### config.mk
export PLATFORM = sky130hd
export DESIGN_NAME = fixed_partition_fit_allocator_core
export DESIGN_NICKNAME = d
export VERILOG_FILES = /design/src/hdl/fpfa_pkg.sv /design/src/hdl/fpfa_table.sv /design/src/hdl/fpfa_fit_unit.sv /design/src/hdl/fixed_partition_fit_allocator_core.sv
export SDC_FILE = /design/constraint.sdc
export NUM_CORES = 1
export LEC_CHECK = 0
export BUFFER_PORTS_ARGS = -buffer_cell sky130_fd_sc_hd__buf_4
export CORE_AREA = 2 2 158 160
export CTS_BUF_LIST = sky130_fd_sc_hd__clkbuf_2
export CTS_CLUSTER_SIZE = 40
export DETAILED_ROUTE_END_ITERATION = 10
export DIE_AREA = 0 0 160 162
export PLACE_DENSITY_LB_ADDON = 0.1
export SLEW_MARGIN = 20
export SYNTH_ARGS = -nofsm -noshare
export SYNTH_HDL_FRONTEND = slang
export SYNTH_SLANG_ARGS = --single-unit
### constraint.sdc
create_clock -name i_clk -period 7.3 [get_ports i_clk]
set_input_delay 1.46 -clock i_clk [delete_from_list [all_inputs] [get_ports i_clk]]
set_output_delay 1.46 -clock i_clk [all_outputs]
set_load 0.03 [all_outputs]
### src/hdl/fpfa_pkg.sv
// Package for the fixed-partition fit allocator: field widths, item and status codes,
// the fit unit's control struct and the built-in partition sizes.
// No dependencies.
`default_nettype none
package fpfa_pkg;

    localparam int SIZE_W             = 12;
    localparam int EIDX_W             = 4;
    localparam int PIDX_W             = 4;
    localparam int FUNC_W             = 2;
    localparam int STAT_W             = 2;
    localparam int DEF_NUM_PARTITIONS = 12;
    localparam int DEFAULT_COUNT      = 12;

    typedef enum logic [FUNC_W-1:0] {
        FUNC_ALLOC   = 2'd0,
        FUNC_RESTORE = 2'd1,
        FUNC_WRITE   = 2'd2
    } t_func;

    typedef enum logic [STAT_W-1:0] {
        ST_GRANT   = 2'd0,
        ST_NOFIT   = 2'd1,
        ST_UPDATED = 2'd2
    } t_status;

    typedef struct packed {
        logic clear;
        logic eval;
        logic mode;
    } t_fit_ctl;

    localparam logic [SIZE_W-1:0] DEFAULT_SIZES [DEFAULT_COUNT] = '{
        12'd160, 12'd350, 12'd650, 12'd80,  12'd410, 12'd50,
        12'd720, 12'd905, 12'd570, 12'd130, 12'd260, 12'd830
    };

    function automatic logic [SIZE_W-1:0] default_size(input int unsigned idx);
        logic [SIZE_W-1:0] v;
        v = '0;
        if (idx < DEFAULT_COUNT) begin
            v = DEFAULT_SIZES[idx];
        end
        return v;
    endfunction

endpackage
`default_nettype wire

### src/hdl/fpfa_table.sv
// Partition size table: one write port, one registered read port, per-entry valid bits.
// An entry that is not valid reads as its built-in size. Depends on fpfa_pkg.
`default_nettype none
module fpfa_table
    import fpfa_pkg::*;
#(
    parameter int NUM_PARTITIONS = DEF_NUM_PARTITIONS,
    localparam int IDX_W = $clog2(NUM_PARTITIONS)
) (
    input  wire logic              i_clk,
    input  wire logic              i_rst_n,
    input  wire logic              i_clr,
    input  wire logic              i_we,
    input  wire logic [IDX_W-1:0]  i_waddr,
    input  wire logic [SIZE_W-1:0] i_wdata,
    input  wire logic              i_re,
    input  wire logic [IDX_W-1:0]  i_raddr,
    output logic                   o_rd_vld,
    output logic [IDX_W-1:0]       o_rd_addr,
    output logic [SIZE_W-1:0]      o_rd_data
);

    logic [SIZE_W-1:0]         r_mem [NUM_PARTITIONS];
    logic [NUM_PARTITIONS-1:0] r_valid;
    logic [SIZE_W-1:0]         r_rd_data;
    logic                      r_rd_vbit;
    logic [IDX_W-1:0]          r_rd_addr;
    logic                      r_rd_vld;

    always_ff @(posedge i_clk) begin
        if (i_we) begin
            r_mem[i_waddr] <= i_wdata;
        end
        if (i_re) begin
            r_rd_data <= r_mem[i_raddr];
            r_rd_vbit <= r_valid[i_raddr];
            r_rd_addr <= i_raddr;
        end
    end

    always_ff @(posedge i_clk) begin
        if (!i_rst_n) begin
            r_valid  <= '0;
            r_rd_vld <= 1'b0;
        end else begin
            r_rd_vld <= i_re;
            if (i_clr) begin
                r_valid <= '0;
            end else if (i_we) begin
                r_valid[i_waddr] <= 1'b1;
            end
        end
    end

    assign o_rd_vld  = r_rd_vld;
    assign o_rd_addr = r_rd_addr;
    assign o_rd_data = r_rd_vbit ? r_rd_data : default_size(32'(r_rd_addr));

endmodule
`default_nettype wire

### src/hdl/fpfa_fit_unit.sv
// Shared compare/subtract unit: checks one table entry per cycle against the request
// and keeps the current pick. Depends on fpfa_pkg.
`default_nettype none
module fpfa_fit_unit
    import fpfa_pkg::*;
#(
    parameter int NUM_PARTITIONS = DEF_NUM_PARTITIONS,
    localparam int IDX_W = $clog2(NUM_PARTITIONS)
) (
    input  wire logic              i_clk,
    input  wire logic              i_rst_n,
    input  wire t_fit_ctl          i_ctl,
    input  wire logic [SIZE_W-1:0] i_req,
    input  wire logic [SIZE_W-1:0] i_size,
    input  wire logic [IDX_W-1:0]  i_addr,
    output logic                   o_found,
    output logic [IDX_W-1:0]       o_pick,
    output logic [SIZE_W-1:0]      o_size
);

    logic              r_found;
    logic [IDX_W-1:0]  r_pick;
    logic [SIZE_W-1:0] r_size;
    logic [SIZE_W-1:0] r_left;
    logic              fits;
    logic [SIZE_W-1:0] left;
    logic              upd;

    always_comb begin
        fits = (i_size != '0) && (i_size >= i_req);
        left = i_size - i_req;
        upd  = i_ctl.eval && fits && (!r_found || (i_ctl.mode && (left < r_left)));
    end

    always_ff @(posedge i_clk) begin
        if (!i_rst_n) begin
            r_found <= 1'b0;
        end else if (i_ctl.clear) begin
            r_found <= 1'b0;
        end else if (upd) begin
            r_found <= 1'b1;
        end
        if (upd) begin
            r_pick <= i_addr;
            r_size <= i_size;
            r_left <= left;
        end
    end

    assign o_found = r_found;
    assign o_pick  = r_pick;
    assign o_size  = r_size;

endmodule
`default_nettype wire

### src/hdl/fixed_partition_fit_allocator_core.sv
// Top level of the fixed-partition fit allocator: sequencer, APB register, output register.
// Instantiates fpfa_table and fpfa_fit_unit; depends on fpfa_pkg.
//
//  channel   | direction | handshake                     | payload
//  ----------+-----------+-------------------------------+------------------------------------
//  s_axis    | in        | s_axis_tvalid / s_axis_tready | tuser func, tdata req/index/size
//  m_axis    | out       | m_axis_tvalid / m_axis_tready | tuser status, tdata index/size
//  apb       | in        | psel, penable, pready = 1     | fit_mode at byte address 0
//
// An allocate item scans every table entry before its result is loaded: the scan reads
// one table entry per cycle through the single read port into the shared fit unit.
// Restore, write and unused items skip the scan. Reset restores the built-in sizes at
// once through per-entry valid bits. A result waiting in the output register does not
// block the next transfer; the sequencer holds before loading while it is still occupied.
`default_nettype none
module fixed_partition_fit_allocator_core
    import fpfa_pkg::*;
#(
    parameter int NUM_PARTITIONS = DEF_NUM_PARTITIONS
) (
    input  wire logic        i_clk,
    input  wire logic        i_rst_n,
    input  wire logic        s_axis_tvalid,
    output logic             s_axis_tready,
    input  wire logic [31:0] s_axis_tdata,   // req_size[11:0], entry_index[15:12],
                                             // entry_size[27:16], zero[31:28]
    input  wire logic [1:0]  s_axis_tuser,   // func[1:0]
    output logic             m_axis_tvalid,
    input  wire logic        m_axis_tready,
    output logic [15:0]      m_axis_tdata,   // part_index[3:0], part_size[15:4]
    output logic [1:0]       m_axis_tuser,   // status[1:0]
    input  wire logic        psel,
    input  wire logic        penable,
    input  wire logic        pwrite,
    input  wire logic [2:0]  paddr,
    input  wire logic [31:0] pwdata,
    output logic [31:0]      prdata,
    output logic             pready
);

    localparam int IDX_W = $clog2(NUM_PARTITIONS);

    typedef enum logic [1:0] {
        S_IDLE,
        S_SCAN,
        S_LAST,
        S_DONE
    } t_state;

    t_state             r_state, n_state;
    logic [IDX_W-1:0]   r_addr, n_addr;
    t_func              r_func;
    logic [SIZE_W-1:0]  r_req;
    logic               r_fit_mode, n_fit_mode;
    logic               r_o_valid, n_o_valid;
    logic [STAT_W-1:0]  r_o_status;
    logic [PIDX_W-1:0]  r_o_index;
    logic [SIZE_W-1:0]  r_o_size;

    logic               accept;
    logic               load;
    t_func              in_func;
    logic [SIZE_W-1:0]  in_req;
    logic [EIDX_W-1:0]  in_eidx;
    logic [SIZE_W-1:0]  in_esize;
    logic               tbl_clr;
    logic               tbl_we;
    logic [IDX_W-1:0]   tbl_waddr;
    logic [SIZE_W-1:0]  tbl_wdata;
    logic               tbl_re;
    logic               rd_vld;
    logic [IDX_W-1:0]   rd_addr;
    logic [SIZE_W-1:0]  rd_data;
    t_fit_ctl           fit_ctl;
    logic               fit_found;
    logic [IDX_W-1:0]   fit_pick;
    logic [SIZE_W-1:0]  fit_size;
    t_status            done_status;

    assign in_func  = t_func'(s_axis_tuser);
    assign in_req   = s_axis_tdata[11:0];
    assign in_eidx  = s_axis_tdata[15:12];
    assign in_esize = s_axis_tdata[27:16];

    assign s_axis_tready = (r_state == S_IDLE) && i_rst_n;
    assign accept        = s_axis_tvalid && s_axis_tready;
    assign load          = (r_state == S_DONE) && (!r_o_valid || m_axis_tready);

    always_comb begin
        case (r_func)
            FUNC_ALLOC:   done_status = fit_found ? ST_GRANT : ST_NOFIT;
            FUNC_RESTORE: done_status = ST_UPDATED;
            FUNC_WRITE:   done_status = ST_UPDATED;
            default:      done_status = ST_NOFIT;
        endcase
    end

    always_comb begin
        tbl_clr   = accept && (in_func == FUNC_RESTORE);
        tbl_we    = 1'b0;
        tbl_waddr = IDX_W'(in_eidx);
        tbl_wdata = in_esize;
        if (accept && (in_func == FUNC_WRITE) && (int'(in_eidx) < NUM_PARTITIONS)) begin
            tbl_we = 1'b1;
        end else if (load && (r_func == FUNC_ALLOC) && fit_found) begin
            tbl_we    = 1'b1;
            tbl_waddr = fit_pick;
            tbl_wdata = '0;
        end
        tbl_re       = (r_state == S_SCAN);
        fit_ctl.clear = accept;
        fit_ctl.eval  = rd_vld;
        fit_ctl.mode  = r_fit_mode;
    end

    always_comb begin
        n_state    = r_state;
        n_addr     = r_addr;
        n_fit_mode = r_fit_mode;
        n_o_valid  = r_o_valid && !m_axis_tready;
        case (r_state)
            S_IDLE: begin
                if (accept) begin
                    n_addr  = '0;
                    n_state = (in_func == FUNC_ALLOC) ? S_SCAN : S_DONE;
                end
            end
            S_SCAN: begin
                n_addr = IDX_W'(r_addr + 1'b1);
                if (r_addr == IDX_W'(NUM_PARTITIONS - 1)) begin
                    n_state = S_LAST;
                end
            end
            S_LAST: begin
                n_state = S_DONE;
            end
            S_DONE: begin
                if (load) begin
                    n_o_valid = 1'b1;
                    n_state   = S_IDLE;
                end
            end
            default: begin
                n_state = S_IDLE;
            end
        endcase
        if (psel && penable && pwrite && pready && !paddr[2]) begin
            n_fit_mode = pwdata[0];
        end
    end

    always_ff @(posedge i_clk) begin
        if (!i_rst_n) begin
            r_state    <= S_IDLE;
            r_addr     <= '0;
            r_fit_mode <= 1'b1;
            r_o_valid  <= 1'b0;
        end else begin
            r_state    <= n_state;
            r_addr     <= n_addr;
            r_fit_mode <= n_fit_mode;
            r_o_valid  <= n_o_valid;
        end
        if (accept) begin
            r_func <= in_func;
            r_req  <= in_req;
        end
        if (load) begin
            r_o_status <= done_status;
            if (done_status == ST_GRANT) begin
                r_o_index <= PIDX_W'(fit_pick);
                r_o_size  <= fit_size;
            end else begin
                r_o_index <= '0;
                r_o_size  <= '0;
            end
        end
    end

    fpfa_table #(
        .NUM_PARTITIONS (NUM_PARTITIONS)
    ) u_table (
        .i_clk     (i_clk),
        .i_rst_n   (i_rst_n),
        .i_clr     (tbl_clr),
        .i_we      (tbl_we),
        .i_waddr   (tbl_waddr),
        .i_wdata   (tbl_wdata),
        .i_re      (tbl_re),
        .i_raddr   (r_addr),
        .o_rd_vld  (rd_vld),
        .o_rd_addr (rd_addr),
        .o_rd_data (rd_data)
    );

    fpfa_fit_unit #(
        .NUM_PARTITIONS (NUM_PARTITIONS)
    ) u_fit (
        .i_clk   (i_clk),
        .i_rst_n (i_rst_n),
        .i_ctl   (fit_ctl),
        .i_req   (r_req),
        .i_size  (rd_data),
        .i_addr  (rd_addr),
        .o_found (fit_found),
        .o_pick  (fit_pick),
        .o_size  (fit_size)
    );

    assign m_axis_tvalid = r_o_valid;
    assign m_axis_tdata  = {r_o_size, r_o_index};
    assign m_axis_tuser  = r_o_status;
    assign pready        = 1'b1;
    assign prdata        = paddr[2] ? 32'd0 : {31'd0, r_fit_mode};

endmodule
`default_nettype wire
==> results of run 1 <==
worst reg2reg max path, cell delays in order (launching register included):
cell,delay (ns)
edfxtp_1,0.58
inv_1,0.18
ha_1,0.47
a21oi_1,0.12
o221ai_1,0.24
o21a_1,0.24
inv_1,0.08
fa_1,0.42
nand2b_1,0.17
a21oi_1,0.28
a32o_1,0.25
nor2_1,0.06
xnor2_1,0.18
ha_1,0.28
and4_1,0.21
o2111a_1,0.13
o311ai_0,0.30
nand4b_1,0.17
a21boi_2,0.16
buf_4,0.35
metal layers:
layer	wire, um	vias up
met3	1190	57
li1	-	2877
met2	11300	202
met4	635	0
met1	8920	2979
met5	0	-
sequential cells by signal (all words and copies together), names as in the netlist:
name               flops
r_fit_mode             1
m_axis_tvalid          1
r_o_size              12
r_func                 2
u_table.r_valid       12
u_fit.o_pick           4
m_axis_tuser           2
u_table.r_rd_vbit      1
u_table.o_rd_vld       1
r_req                 12
u_fit.o_size          12
r_o_index              4
u_table.o_rd_addr      4
u_table.r_rd_data     12
r_state                2
u_table.r_mem        144
r_addr                 4
u_fit.r_left          12
u_fit.o_found          1
kinds of logic after synthesis:
family | Yosys count
flops | 243
simple gates | 156
buf+inv | 100
compound gates | 98
mux | 64
fa+ha+maj | 39
xor+xnor | 10
other cells | 2
per-stage QoR:
step	worst slack, ns	hold WS, ns
global placement	2.20	0.431
floorplan	1.85	0.422
finish	2.06	0.463
CTS	2.08	0.459
global route	1.72	0.487
detailed placement	2.16	0.443
where the power goes:
| group | switching, mW | total [mW] | internal (mW) |
|---|---|---|---|
| registers | 0.0499 | 1.68 | 1.63 |
| clock network | 0.536 | 0.911 | 0.375 |
| logic | 0.519 | 0.878 | 0.359 |
| total | 1.11 | 3.47 | 2.36 |
how the worst max path moves through the flow:
stage	end	start	slack, ns
2_1_floorplan	u_fit.o_pick[0]	u_table.o_rd_addr[1]	1.85
3_3_place_gp	u_fit.o_size[10]	u_table.o_rd_addr[1]	2.20
3_5_place_dp	u_fit.o_size[7]	u_table.o_rd_addr[1]	2.16
4_1_cts	u_fit.o_size[3]	u_table.o_rd_addr[1]	2.08
5_1_grt	u_fit.o_size[6]	u_table.o_rd_addr[1]	1.72
6_report	u_fit.o_size[3]	u_table.o_rd_addr[1]	2.06
cell type report:
class	instances	area (um^2)
Multi-Input combinational cell	399	3340
Tap cell	324	405
Clock buffer	92	460
Sequential cell	243	7080
Clock inverter	21	114
Timing Repair Buffer	67	503
Inverter	45	169
Antenna cell	2	5.00
Fill cell	2143	12000
cells in the final DEF, fill, tap and decap left out, types with 24 or more instances in the layout:
cell type  count
edfxtp_1     221
clkbuf_2      92
buf_4         67
inv_1         45
mux4_2        39
ha_1          38
nand2_1       34
conb_1        32
a21oi_1       25
nor2_1        25
o21ai_0       24
==> run summary, run 1 <==
• **run status** completed
• **die height** 162 um
• **Ports** 129
• **core outline area** 24100 um^2
• **post-CTS resize count** 0
• **routing layer with the top usage in global route** met2
• **required time at the endpoint of the critical path** 7.73 ns
• **total CTS buffers** 61
• **number of hold-slack violations in the final timing report** 0
• **area grow syn2layout** 11.8%
• **setup TNS** 0 ns
• **maximum clock frequency** 0.191 GHz
• **xor/xnor share of the synthesized area** 0.811%
• **DP HPWL** 13900 um
• **count of endpoints failing setup in the final report** 0
• **number of cells in the design after placement** 1078
• **number of warnings issued by yosys** 0
• **sinks on the clock net** 243
• **combinational family with the most area after synthesis** multiplexers
• **number of enable-type register cells in the synthesized netlist** 221
• **Clock Root Buffer** clkbuf_2
• **setup fix buffers added after clock tree synthesis** 0
• **count of input and output buffers** 59
• **clock tree from TritonCTS** yes
• **number of cell rows** 57
• **share of synthesized cell area in and, or, nand and nor gates** 7.69%
• **dominant synthesized flop cell** edfxtp_1
• **highest cell delay on the worst timing path** 0.58 ns
• **area of placed instances** 11500 um^2
• **Clock Latency Late Sink** 0.86 ns
• **number of global-route vias before repair** 6211
• **endpoint of the worst-slack reg-to-reg timing path** u_fit.o_size[3]
• **count of non-filler cells in the finished layout** 1193
• **global-route wire length before repair** 33600 um
• **most used standard cell by instance count after synthesis** edfxtp_1
• **type of the most critical hold path** register to register
• **Post-Syn Area per Cell** 15.2 um^2
• **Synth cell types** 67
• **slack of the worst reg-to-reg path** 2.06 ns
• **startpoint of the lowest-slack register-to-register path** u_table.o_rd_addr[1]
• **area share of fa/ha/maj cells after synthesis** 4.59%
• **synthesized instance count** 712
• **part of the cycle the worst path needs** 71.8%
• **Initial Utilization** 44.8%
• **post-synth top area share** 61.4%
• **global routing usage summed across all routing layers** 17.1%
• **number of buffers added to fix hold violations after cts** 0
• **combined area of all synthesized cells** 10800 um^2
• **count of maximum capacitance violations** 0
• **cell taking the most area after synthesis** edfxtp_1
• **final net count** 932
• **GR Util met3** 3.78%
• **final standard cell area without fillers** 12100 um^2
• **number of synthesized register bits** 243
• **antenna violations before repair** 1
• **kind of launch point of the worst setup path** register
• **unrepaired setup endpoints after global routing** no
• **detailed-route wire length** 22100 um
• **Vias per Instance** 5.13
• **total DRC errors in the routed layout** 0
• **largest net degree at the start of global routing** 45
• **slowest cell on the critical path** edfxtp_1
• **CP top delay family** compound AO/OA/AOI/OAI gates
• **post-synthesis async set-or-reset flop share** 0%
• **placer's final routability congestion estimate** 0.835
• **kind of critical path** register to register
• **cell types occupying the most area after synthesis** edfxtp_1, mux4_2, ha_1
• **highest net fanout along the worst path** 28
• **Compound-Gate Fraction of Synth Area** 6.06%
• **final global-route overflow total** 0
• **Power Dens Cells** 287 nW/um^2
• **depth of the worst hold-timing path** 2
• **CTS HTree Levels** 2
• **worst-margin pin slew** 1.04 ns
• **die width** 160 um
• **end point of the worst hold path** u_table.r_valid[1]
• **number of detailed-route iterations in the first pass** 5
• **kind of end point of the critical path** register
• **critical-path cell list** inv_1 -> ha_1 -> a21oi_1 -> o221ai_1 -> o21a_1 -> inv_1 -> fa_1 -> nand2b_1 -> a21oi_1 -> a32o_1 -> nor2_1 -> xnor2_1 -> ha_1 -> and4_1 -> o2111a_1 -> o311ai_0 -> nand4b_1 -> a21boi_2 -> buf_4
• **area of the die** 25900 um^2
• **setup clock skew after layout** 0.106 ns
• **Synth top cells by count** edfxtp_1, inv_1, mux4_2
• **DR vias** 6115
• **critical path buffer and inverter count** 3
• **met1 GRT Util** 20.0%
• **routed length per placed instance** 18.5 um
• **met2 Use GR** 30.5%
• **sequential cell area fraction in the yosys report** 65.5%
• **Tot Pwr** 3.47 mW
• **worst min-delay path startpoint** u_table.r_valid[1]
• **pins over their slew limit** 0
• **multiplexer share of the synthesized area** 10.6%
• **Critical Path AT** 5.67 ns
• **CTS clock-pin slew for the worst setup and hold paths** 0.12 ns
• **initial DRC count** 379
• **number of cells on the worst reg-to-reg path** 19
• **final critical path time including I/O delays and setup** 5.24 ns
• **maximum resistive drop on vdd** 0.111 mV
• **fraction of final layout cells sized beyond drive strength 1** 25.1%
• **number of cells on the critical path** 19
• **maximum clock insertion buffer count** 3
• **post-layout util** 50.1%
• **number of routed nets with antenna violations** 0
• **Static Leak** 4.45 nW
• **tightest slew margin relative to the limit** 30.7%
(Power assumes the default switching activity.)
==> inputs of run 2 (changes only) <==
==> constraint.sdc (replaced) <==
create_clock -name i_clk -period 5.21 [get_ports i_clk]
set_input_delay 1.042 -clock i_clk [delete_from_list [all_inputs] [get_ports i_clk]]
set_output_delay 1.042 -clock i_clk [all_outputs]
set_load 0.03 [all_outputs]
==> run 2 against run 1 <==
  * First-iteration DRC count down 7.4%
  * Clock power up 42%
  * Largest power group unchanged
  * Maximum frequency increased by 8.4%
  * Final area is 0.89% higher
  * Largest cell class unchanged
==> run summary, run 2 (synthesized netlist as in run 1, its figures left out) <==
• **number of buffers added to fix hold violations after cts** 0, unchanged
• **number of global-route vias before repair** 6308, was 6211
• **met1 GRT Util** 21.1%, was 20.0%
• **part of the cycle the worst path needs** 92.9%, was 71.8%
• **CTS clock-pin slew for the worst setup and hold paths** 0.09 ns, was 0.12 ns
• **die width** 160 um, unchanged
• **placer's final routability congestion estimate** 0.842, was 0.835
• **Initial Utilization** 44.8%, unchanged
• **number of cell rows** 57, unchanged
• **largest register by flop count** u_table.r_mem, unchanged
• **kind of critical path** register to register, unchanged
• **DP HPWL** 14400 um, was 13900 um
• **total CTS buffers** 66, was 61
• **highest net fanout along the worst path** 28, unchanged
• **Clock Root Buffer** clkbuf_2, unchanged
• **final global-route overflow total** 0, unchanged
• **global-route wire length before repair** 34900 um, was 33600 um
• **unrepaired setup endpoints after global routing** no, unchanged
• **sinks on the clock net** 243, unchanged
• **Critical Path AT** 5.28 ns, was 5.67 ns
• **Power Dens Cells** 402 nW/um^2, was 287 nW/um^2
• **GR Util met3** 4.49%, was 3.78%
• **required time at the endpoint of the critical path** 5.65 ns, was 7.73 ns
• **core outline area** 24100 um^2, unchanged
• **initial DRC count** 351, was 379
• **Ports** 129, unchanged
• **leading cell type in the layout, fill and taps excluded** edfxtp_1, unchanged
• **met2 Use GR** 31.5%, was 30.5%
• **CTS HTree Levels** 3, was 2
• **final critical path time including I/O delays and setup** 4.84 ns, was 5.24 ns
• **kind of launch point of the worst setup path** register, unchanged
• **max reg flops** 144, unchanged
• **DR vias** 6095, was 6115
• **routing layer with the top usage in global route** met2, unchanged
• **clock tree from TritonCTS** yes, unchanged
• **maximum clock insertion buffer count** 3, unchanged
• **fraction of final layout cells sized beyond drive strength 1** 28.0%, was 25.1%
• **largest net degree at the start of global routing** 45, unchanged
• **Clock Latency Late Sink** 0.81 ns, was 0.86 ns
• **count of input and output buffers** 59, unchanged
• **setup TNS** 0 ns, unchanged
• **die height** 162 um, unchanged
• **final standard cell area without fillers** 12200 um^2, was 12100 um^2
• **number of hold-slack violations in the final timing report** 0, unchanged
• **top library cells by usage in the layout, fill and taps aside** edfxtp_1, clkbuf_2, buf_4, unchanged
• **detailed-route wire length** 22300 um, was 22100 um
• **Vias per Instance** 5.06, was 5.13
• **number of detailed-route iterations in the first pass** 4, was 5
• **area of placed instances** 11600 um^2, was 11500 um^2
• **kind of end point of the critical path** register, unchanged
• **count of endpoints failing setup in the final report** 0, unchanged
• **final net count** 949, was 932
• **maximum clock frequency** 0.207 GHz, was 0.191 GHz
• **worst-margin pin slew** 1.09 ns, was 1.04 ns
• **count of maximum capacitance violations** 0, unchanged
• **type of the most critical hold path** input port to register, was register to register
• **area of the die** 25900 um^2, unchanged
• **pins over their slew limit** 0, unchanged
• **run status** completed, unchanged
• **tightest slew margin relative to the limit** 27.5%, was 30.7%
• **number of routed nets with antenna violations** 0, unchanged
• **setup clock skew after layout** 0.0876 ns, was 0.106 ns
• **Static Leak** 4.53 nW, was 4.45 nW
• **area grow syn2layout** 12.8%, was 11.8%
• **count of non-filler cells in the finished layout** 1205, was 1193
• **antenna violations before repair** 1, unchanged
• **routed length per placed instance** 18.5 um, about the same
• **global routing usage summed across all routing layers** 17.7%, was 17.1%
• **total DRC errors in the routed layout** 0, unchanged
• **maximum resistive drop on vdd** 0.169 mV, was 0.111 mV
• **number of cells in the design after placement** 1088, was 1078
[run 2: critical path: stages (launching register included)]
cell and delay (ns):
edfxtp_1 0.40, inv_1 0.11, ha_2 0.41, a21oi_1 0.10, o221ai_1 0.25, o21a_1 0.23
inv_1 0.07, fa_1 0.42, nand2b_1 0.16, a21oi_1 0.28, a32o_1 0.25, nor2_1 0.06
xnor2_1 0.27, ha_1 0.30, and4_1 0.20, o2111a_1 0.14, o311ai_0 0.28, nand4b_1 0.18
a21boi_2 0.21, buf_12 0.21
[run 2: area by class of cell]
class                           instances  area, um^2
Antenna cell                            3        7.51
Clock buffer                          105         526
Clock inverter                          7        48.8
Fill cell                            2121       11900
Inverter                               45         169
Multi-Input combinational cell        399        3340
Sequential cell                       243        7080
Tap cell                              324         405
Timing Repair Buffer                   79         606
[run 2: final timing paths]
path	from	to	slack (ns)	cells past startpoint
setup / recovery	u_table.o_rd_addr[0]	u_fit.o_size[3]	0.37	19
hold / removal	s_axis_tdata[8]	r_req[8]	0.43	1
setup reg to reg	u_table.o_rd_addr[0]	u_fit.o_size[3]	0.37	19
hold reg to reg	r_addr[2]	u_table.o_rd_addr[2]	0.43	0
[run 2: report_power, final]
group,switching [mW],internal [mW]
clock network,0.762,0.528
registers,0.0498,2.28
logic,0.751,0.526
total,1.56,3.34
[run 2: repair_timing]
item	CTS	global route
endpoints found under the setup margin	0	28
gates resized for setup	0	1
setup buffers	0	2
[run 2: metrics by stage]
step | util (%) | worst slack (ns) | hold WS (ns) | power, mW
5_1_grt | 50.5 | 0.0852 | 0.308 | 5.24
6_report | 50.5 | 0.372 | 0.428 | 4.90
4_1_cts | 50.4 | 0.187 | 0.351 | 4.97
3_3_place_gp | 48.1 | 0.298 | 0.419 | 3.62
2_1_floorplan | - | 0.324 | 0.422 | 3.32
3_5_place_dp | 48.1 | 0.246 | 0.415 | 3.66
[run 2: layer usage]
layer / vias to the layer above / share of wire, % / wire length (um)
met5: - / 0 / 0
met3: 44 / 4.6 / 1030
met4: 0 / 2.0 / 447
met1: 2988 / 41 / 9220
met2: 152 / 52 / 11600
li1: 2911 / - / -
